==> src/rtl/core/lmtf_pkg.sv <==
// Shared codes, register map and status types for the move-to-front key cache.
package lmtf_pkg;

    // Request kinds
    localparam logic [1:0] KIND_OPEN    = 2'd0;
    localparam logic [1:0] KIND_RELEASE = 2'd1;
    localparam logic [1:0] KIND_CLEAR   = 2'd2;

    // Register map
    localparam int         PADDR_W       = 2;
    localparam logic [1:0] ADDR_MAX_OPEN = 2'd0;
    localparam logic [4:0] MAX_OPEN_RST  = 5'd16;

    // Completion status from the walker to the top level
    typedef struct packed {
        logic done;
        logic hit;
        logic evicted;
    } lmtf_flags_t;

endpackage

==> src/rtl/core/lmtf_walk.sv <==
// Key memory and the sequencer that walks it with one shared key comparator.
module lmtf_walk #(
    parameter int DEPTH     = 16,
    parameter int KEY_WIDTH = 32
) (
    input  logic                       clk,
    input  logic                       rst_n,
    input  logic                       start,
    input  logic [1:0]                 kind,
    input  logic [KEY_WIDTH-1:0]       key,
    input  logic [$clog2(DEPTH+1)-1:0] limit,
    output logic                       busy,
    output lmtf_pkg::lmtf_flags_t      flags,
    output logic [KEY_WIDTH-1:0]       evicted_key,
    output logic [$clog2(DEPTH+1)-1:0] count
);

    localparam int CW = $clog2(DEPTH + 1);
    localparam int AW = (DEPTH > 1) ? $clog2(DEPTH) : 1;

    typedef enum logic [1:0] {
        ST_IDLE,
        ST_WALK,
        ST_FINISH
    } state_t;

    state_t                 state_reg,   state_next;
    logic [1:0]             kind_reg,    kind_next;
    logic [KEY_WIDTH-1:0]   key_reg,     key_next;
    logic [CW-1:0]          cnt_reg,     cnt_next;
    logic [CW-1:0]          ridx_reg,    ridx_next;
    logic [CW-1:0]          cidx_reg,    cidx_next;
    logic                   pend_reg,    pend_next;
    logic                   evict_reg,   evict_next;
    logic                   found_reg,   found_next;
    logic [KEY_WIDTH-1:0]   evk_reg,     evk_next;
    logic                   done_reg,    done_next;
    logic                   hit_reg,     hit_next;
    logic                   ev_reg,      ev_next;
    logic [KEY_WIDTH-1:0]   evk_out_reg, evk_out_next;

    // key memory, one write and one registered read port
    logic [KEY_WIDTH-1:0]   mem [DEPTH];
    logic [KEY_WIDTH-1:0]   rdata_reg;
    logic                   wr_en;
    logic [AW-1:0]          wr_addr;
    logic [KEY_WIDTH-1:0]   wr_data;
    logic [AW-1:0]          raddr;

    logic                   match;
    logic [CW-1:0]          cidx_inc;
    logic                   last;

    always_ff @(posedge clk)
    begin
        if (wr_en)
        begin
            mem[wr_addr] <= wr_data;
        end
        rdata_reg <= mem[raddr];
    end

    assign match    = (rdata_reg == key_reg);
    assign cidx_inc = cidx_reg + CW'(1);
    assign last     = (cidx_inc == cnt_reg);
    assign raddr    = ridx_reg[AW-1:0];

    always_comb
    begin
        state_next   = state_reg;
        kind_next    = kind_reg;
        key_next     = key_reg;
        cnt_next     = cnt_reg;
        ridx_next    = ridx_reg;
        cidx_next    = cidx_reg;
        pend_next    = pend_reg;
        evict_next   = evict_reg;
        found_next   = found_reg;
        evk_next     = evk_reg;
        done_next    = 1'b0;
        hit_next     = hit_reg;
        ev_next      = ev_reg;
        evk_out_next = evk_out_reg;
        wr_en        = 1'b0;
        wr_addr      = '0;
        wr_data      = rdata_reg;

        case (state_reg)
            ST_IDLE:
            begin
                if (start)
                begin
                    kind_next  = kind;
                    key_next   = key;
                    ridx_next  = '0;
                    pend_next  = 1'b0;
                    found_next = 1'b0;
                    evict_next = (cnt_reg >= limit) && (cnt_reg != '0);
                    if ((kind == lmtf_pkg::KIND_OPEN || kind == lmtf_pkg::KIND_RELEASE)
                        && cnt_reg != '0)
                    begin
                        state_next = ST_WALK;
                    end
                    else
                    begin
                        state_next = ST_FINISH;
                    end
                end
            end

            ST_WALK:
            begin
                // read side runs one entry ahead of the compare
                cidx_next = ridx_reg;
                if (ridx_reg < cnt_reg)
                begin
                    ridx_next = ridx_reg + CW'(1);
                    pend_next = 1'b1;
                end
                else
                begin
                    pend_next = 1'b0;
                end

                if (pend_reg)
                begin
                    if (kind_reg == lmtf_pkg::KIND_OPEN)
                    begin
                        if (match)
                        begin
                            found_next = 1'b1;
                            state_next = ST_FINISH;
                        end
                        else
                        begin
                            // shift toward the back; the dropped tail is not copied
                            if (!(evict_reg && last))
                            begin
                                wr_en   = 1'b1;
                                wr_addr = AW'(cidx_inc);
                            end
                            if (last)
                            begin
                                evk_next   = rdata_reg;
                                state_next = ST_FINISH;
                            end
                        end
                    end
                    else
                    begin
                        // release: close the gap behind the matching entry
                        if (match && !found_reg)
                        begin
                            found_next = 1'b1;
                        end
                        else if (found_reg)
                        begin
                            wr_en   = 1'b1;
                            wr_addr = AW'(cidx_reg - CW'(1));
                        end
                        if (last)
                        begin
                            state_next = ST_FINISH;
                        end
                    end
                end
            end

            ST_FINISH:
            begin
                state_next   = ST_IDLE;
                done_next    = 1'b1;
                hit_next     = found_reg;
                ev_next      = 1'b0;
                evk_out_next = '0;
                case (kind_reg)
                    lmtf_pkg::KIND_OPEN:
                    begin
                        wr_en   = 1'b1;
                        wr_addr = '0;
                        wr_data = key_reg;
                        if (!found_reg)
                        begin
                            cnt_next = evict_reg ? cnt_reg : cnt_reg + CW'(1);
                            if (evict_reg)
                            begin
                                ev_next      = 1'b1;
                                evk_out_next = evk_reg;
                            end
                        end
                    end
                    lmtf_pkg::KIND_RELEASE:
                    begin
                        if (found_reg)
                        begin
                            cnt_next = cnt_reg - CW'(1);
                        end
                    end
                    lmtf_pkg::KIND_CLEAR:
                    begin
                        cnt_next = '0;
                    end
                    default:
                    begin
                        cnt_next = cnt_reg;
                    end
                endcase
            end

            default:
            begin
                state_next = ST_IDLE;
            end
        endcase
    end

    always_ff @(posedge clk or negedge rst_n)
    begin
        if (!rst_n)
        begin
            state_reg   <= ST_IDLE;
            cnt_reg     <= '0;
            ridx_reg    <= '0;
            cidx_reg    <= '0;
            pend_reg    <= 1'b0;
            evict_reg   <= 1'b0;
            found_reg   <= 1'b0;
            done_reg    <= 1'b0;
            hit_reg     <= 1'b0;
            ev_reg      <= 1'b0;
            evk_out_reg <= '0;
        end
        else
        begin
            state_reg   <= state_next;
            cnt_reg     <= cnt_next;
            ridx_reg    <= ridx_next;
            cidx_reg    <= cidx_next;
            pend_reg    <= pend_next;
            evict_reg   <= evict_next;
            found_reg   <= found_next;
            done_reg    <= done_next;
            hit_reg     <= hit_next;
            ev_reg      <= ev_next;
            evk_out_reg <= evk_out_next;
        end
    end

    always_ff @(posedge clk)
    begin
        kind_reg    <= kind_next;
        key_reg     <= key_next;
        evk_reg     <= evk_next;
    end

    assign busy          = (state_reg != ST_IDLE);
    assign flags.done    = done_reg;
    assign flags.hit     = hit_reg;
    assign flags.evicted = ev_reg;
    assign evicted_key   = evk_out_reg;
    assign count         = cnt_reg;

endmodule

==> src/rtl/core/lru_move_to_front_cache.sv <==
// Top level of the move-to-front LRU key cache: APB register, limit clamp, result ports.
//
// Usage:
//   Request channel: drive kind and key with start high; the item is taken at the
//   clock edge where start is high and busy is low. kind selects open (lookup and
//   move to front), release (remove one key) or clear (empty the list).
//   Result channel: done is high for exactly one cycle per item, together with hit,
//   evicted, evicted_key and occupancy. The receiver cannot stall; sample on done.
//   Sequencing: open and release walk the list once through the key memory's single
//   read port with one shared comparator, so an item's run grows with the keys held
//   and an open hit ends the walk early. Clear, an empty list and unused kinds skip
//   the walk. busy drops in the cycle done is shown, so the next item can be taken
//   right then.
//   Configuration: max_open at byte address 0 over APB, to be written only while
//   idle (not enforced by the block). Zero acts as one, values above DEPTH act as DEPTH.
//   Reset: the list is empty and max_open returns to 16. The key memory itself is
//   not cleared; only entries below the occupancy count are compared.
module lru_move_to_front_cache #(
    parameter int DEPTH     = 16,
    parameter int KEY_WIDTH = 32
) (
    input  logic                         clk,
    input  logic                         rst_n,
    // APB configuration
    input  logic                         psel,
    input  logic                         penable,
    input  logic                         pwrite,
    input  logic [lmtf_pkg::PADDR_W-1:0] paddr,
    input  logic [31:0]                  pwdata,
    output logic [31:0]                  prdata,
    output logic                         pready,
    // request
    input  logic                         start,
    input  logic [1:0]                   kind,
    input  logic [31:0]                  key,
    output logic                         busy,
    // result
    output logic                         done,
    output logic                         hit,
    output logic                         evicted,
    output logic [31:0]                  evicted_key,
    output logic [4:0]                   occupancy
);

    localparam int CW = $clog2(DEPTH + 1);

    logic [4:0]                 max_open_reg;
    logic [CW-1:0]              limit;
    lmtf_pkg::lmtf_flags_t      flags;
    logic [KEY_WIDTH-1:0]       evk;
    logic [CW-1:0]              count;

    // register write at the APB access phase
    always_ff @(posedge clk or negedge rst_n)
    begin
        if (!rst_n)
        begin
            max_open_reg <= lmtf_pkg::MAX_OPEN_RST;
        end
        else if (psel && penable && pwrite && paddr == lmtf_pkg::ADDR_MAX_OPEN)
        begin
            max_open_reg <= pwdata[4:0];
        end
    end

    assign pready = 1'b1;
    assign prdata = (paddr == lmtf_pkg::ADDR_MAX_OPEN) ? 32'(max_open_reg) : '0;

    // clamp the limit into 1..DEPTH
    always_comb
    begin
        if (max_open_reg == 5'd0)
        begin
            limit = CW'(1);
        end
        else if (32'(max_open_reg) > DEPTH)
        begin
            limit = CW'(DEPTH);
        end
        else
        begin
            limit = CW'(max_open_reg);
        end
    end

    lmtf_walk #(
        .DEPTH     (DEPTH),
        .KEY_WIDTH (KEY_WIDTH)
    ) u_walk (
        .clk         (clk),
        .rst_n       (rst_n),
        .start       (start),
        .kind        (kind),
        .key         (KEY_WIDTH'(key)),
        .limit       (limit),
        .busy        (busy),
        .flags       (flags),
        .evicted_key (evk),
        .count       (count)
    );

    assign done        = flags.done;
    assign hit         = flags.hit;
    assign evicted     = flags.evicted;
    assign evicted_key = 32'(evk);
    assign occupancy   = 5'(count);

endmodule

==> config.mk <==
export PLATFORM = sky130hd
export DESIGN_NAME = lru_move_to_front_cache
export DESIGN_NICKNAME = d
export VERILOG_FILES = /design/src/rtl/core/lmtf_pkg.sv /design/src/rtl/core/lmtf_walk.sv /design/src/rtl/core/lru_move_to_front_cache.sv
export SDC_FILE = /design/constraint.sdc
export NUM_CORES = 1
export LEC_CHECK = 0
export CAP_MARGIN = 20
export CORE_ASPECT_RATIO = 0.6
export CORE_MARGIN = 3
export CORE_UTILIZATION = 30
export CTS_CLUSTER_DIAMETER = 150
export DETAILED_ROUTE_END_ITERATION = 8
export DONT_BUFFER_PORTS = 1
export PLACE_DENSITY_LB_ADDON = 0.05
export SLEW_MARGIN = 20
export SYNTH_ARGS = -nofsm -noshare
export SYNTH_HDL_FRONTEND = slang
export SYNTH_SLANG_ARGS = --single-unit
==> constraint.sdc <==
create_clock -name clk -period 7.25 [get_ports clk]
set_input_delay 0.725 -clock clk [delete_from_list [all_inputs] [get_ports clk]]
set_output_delay 0.725 -clock clk [all_outputs]
set_load 0.02 [all_outputs]
==> results.toml <==
[timing]
post-route-min-period_ps = 4160
clock_skew_ps = 25.2
slew_headroom = 0.322
tightest_slew_ps = 1020
tns_ps = 0
rsz0062_at_grt = "no"
final-hold-violation-count = 0
report.final.slew_viol_count = 0
fmax_ghz = 0.241
setup_viol = 0
finalCritPeriodShare = 0.573

[die]
dieArea_um2 = 90900
initial_core_util = 0.304
boundaryPins = 148
dieHeight_um = 235
chipWidth_um = 387
core_um2 = 86000
num_rows = 83

[grt]
grt_pass1_vias = 12600
overflow = 0
grt_max_degree = 92
grt.total_usage = 0.160
grt_pass1_wl_um = 102000
antenna_found_initial = 5

[placed_design]
place_hpwl_um = 38900
numPortBuffers = 0
placement.cell_area_um2 = 27600
place.gp.congestion = 0.693

[min_path]
min_to = "u_walk.kind_reg[1]"
hold_path.class = "input pin to flop"
holdPathStages = 0
hold_start = "kind[1]"

[yosys]
synthDistinctLibCells = 61
postSynthCellCount = 1254
yosys_warnings = 0
syn_area_per_cell_um2 = 20.9
synth_top_cell_by_area = "edfxtp_1"
netlist.area_leader.share = 0.663
syn_area_um2 = 26200
synth_ff_type = "edfxtp_1"
ys_seq_area_frac = 0.745
async_flop_share = 0.0896
synth_seq_cells = 670
synth_area_leaders = "edfxtp_1, mux4_2, dfrtp_1"
synth_edf_count = 578

[worst_setup_path]
worstPathCellList = "inv_1 -> ha_1 -> xnor2_1 -> o211a_1 -> o2111ai_4 -> o211ai_4 -> nand2b_1 -> a21oi_2 -> and3_2 -> buf_4"
path_class = "flop to flop"
r2r-end = "u_walk.mem[6][9]"
r2r_setup_slack_ps = 3090
end_kind = "flop"
critical-path-max-stage-delay_ps = 850
worstPathRequired_ps = 7540
reg2reg_from = "u_walk.cidx_reg[0]"
worstPathArrival_ps = 4450
start_kind = "flop"
cp_max_fo = 20
crit_slowest_cell = "and3_2"
r2r_cells = 10

[final_layout]
most-common-layout-cells = "edfxtp_1, mux4_2, clkbuf_16"
regMostFlops = "u_walk.mem"
nets = 1392
num_antenna_cells = 0
n_fill_cell = 8028
largest_register_ffs = 512
final_common_cell = "edfxtp_1"
stdcell_area_um2 = 29800
area_growth_pct = 14.0
drive_gt1_frac = 0.269

[pwr]
power.leakage_nw = 9.60
p_switching_mw = 3.43
swShare = 0.304
vdd_drop_max_mv = 0.177
power_frac_comb = 0.211
p_per_area_nw_per_um2 = 377
p_int_mw = 7.83
seq_power_share = 0.485
pwr-share-clk = 0.304

[detailed_routing]
vias_per_cell = 4.91
drt_iter0_drc = 864
wl_per_cell_um = 28.8
drt_pass1_iterations = 5
drc = 0
vias = 12300
totalWireLength_um = 72200
ant_nets = 0

[clocking]
cts_resized = 0
postCtsSetupRepairBufs = 0
htree_levels = 3
cts_made_buffers = 70
clk_pin_slew_worst_paths_ps = 70
cts_buffer_depth = 3
clock_tree.root_cell = "clkbuf_16"
cts_tree = "yes"
cts_num_sinks = 670
clock_latency_ps = 630

[job]
drv.max_cap_violation_count = 0

[run_status]
status = "finished, final reports clean"
==> cell type report <==
class	instances	area [um^2]	share of cell area
well taps	1147	1440	0.0481
flip-flops and latches	670	19500	0.654
clock buffers	101	1980	0.0664
clock inverters	27	164	0.00550
inverters	16	60.1	0.00201
multi-input cells	509	6360	0.213
repair buffers	32	315	0.0106
==> synth_stat cells (2+ instances only) <==
library cell and number:
edfxtp_1 578, mux4_2 160, dfrtp_1 59, mux2_2 42
xor2_1 36, clkbuf_1 33, a22o_1 32, dfxtp_1 32
buf_4 28, nand2_1 24, nor2_1 22, o21ai_0 19
ha_1 18, buf_2 15, inv_1 15, nor3_1 12
a21oi_1 11, a21o_1 10, nand4_1 10, nor4_1 9
xnor2_1 8, nand2b_1 7, buf_1 6, and2_1 5
nor2b_1 5, o31ai_1 5, mux2i_1 4, nor3b_1 4
o21a_1 4, a31oi_1 3, a311oi_2 2, and3b_1 2
and4_1 2, buf_6 2, conb_1 2, nand3_1 2
or2_2 2
==> power groups by stage <==
stage / clock network [mW] / registers, mW / logic, mW
after floorplan: 0 / 5.30 / 1.71
after global placement: 0 / 5.55 / 2.38
after detailed placement: 0 / 5.56 / 2.41
after CTS: 3.56 / 5.48 / 2.43
after global routing: 3.72 / 5.51 / 2.60
final: 3.42 / 5.46 / 2.37
==> critical path: cells and delay by family, from the launching register on <==
kind            cells  cell delay, ps
compound gates      4             880
xor+xnor            1             170
fa+ha+maj           1             450
buf+inv             2             570
flops               1             640
simple gates        2            1070
==> per-layer routing <==
| layer | part of all wire | track usage | wire, um |
|---|---|---|---|
| met1 | 0.49 | 0.242 | 35300 |
| met3 | 0.042 | 0.0319 | 3000 |
| met5 | 0 | 0 | 0 |
| met2 | 0.45 | 0.238 | 32600 |
| met4 | 0.017 | 0.0348 | 1200 |
==> logic make-up after synthesis <==
| kind of cell | after synthesis | share of synthesized area |
|---|---|---|
| adders and majority gates | 19 | 0.00937 |
| AOI/OAI and AO/OA | 99 | 0.0294 |
| other | 2 | 0.000287 |
| and+or+nand+nor | 113 | 0.0242 |
| muxes | 206 | 0.157 |
| DFF | 670 | 0.745 |
| xor gates and xnor gates | 44 | 0.0147 |
| buffers and inverters | 101 | 0.0198 |
==> repair_timing <==
action                                  in CTS  in global routing
endpoints found under the setup margin       0                  0
endpoints found under the hold margin       60                  0
hold buffers                                 2                  0
==> metrics by stage <==
stage | utilization | hold WS, ps | setup WS, ps | cells | total power, mW
2_1_floorplan | - | 429 | 1440 | 1280 | 7.01
3_3_place_gp | 0.321 | 432 | 2960 | 2370 | 7.93
3_5_place_dp | 0.322 | 433 | 2950 | 2372 | 7.96
4_1_cts | 0.347 | 117 | 2910 | 2502 | 11.5
5_1_grt | 0.347 | 121 | 2770 | 2502 | 11.8
6_report | 0.347 | 183 | 3090 | 2502 | 11.3
==> worst max-delay path by stage <==
stage | from | slack (ps) | endpoint | depth (start not counted)
floorplan | u_walk.cidx_reg[0] | 1440 | u_walk.mem[4][0] | 11
global placement | u_walk.key_reg[9] | 2960 | u_walk.mem[6][10] | 9
detailed placement | u_walk.key_reg[9] | 2950 | u_walk.mem[6][10] | 9
CTS | u_walk.key_reg[9] | 2910 | u_walk.mem[6][9] | 9
global route | u_walk.cidx_reg[0] | 2770 | u_walk.mem[6][9] | 10
finish | u_walk.cidx_reg[0] | 3090 | u_walk.mem[6][9] | 10
No activity file was read; power rests on OpenSTA's default activity.
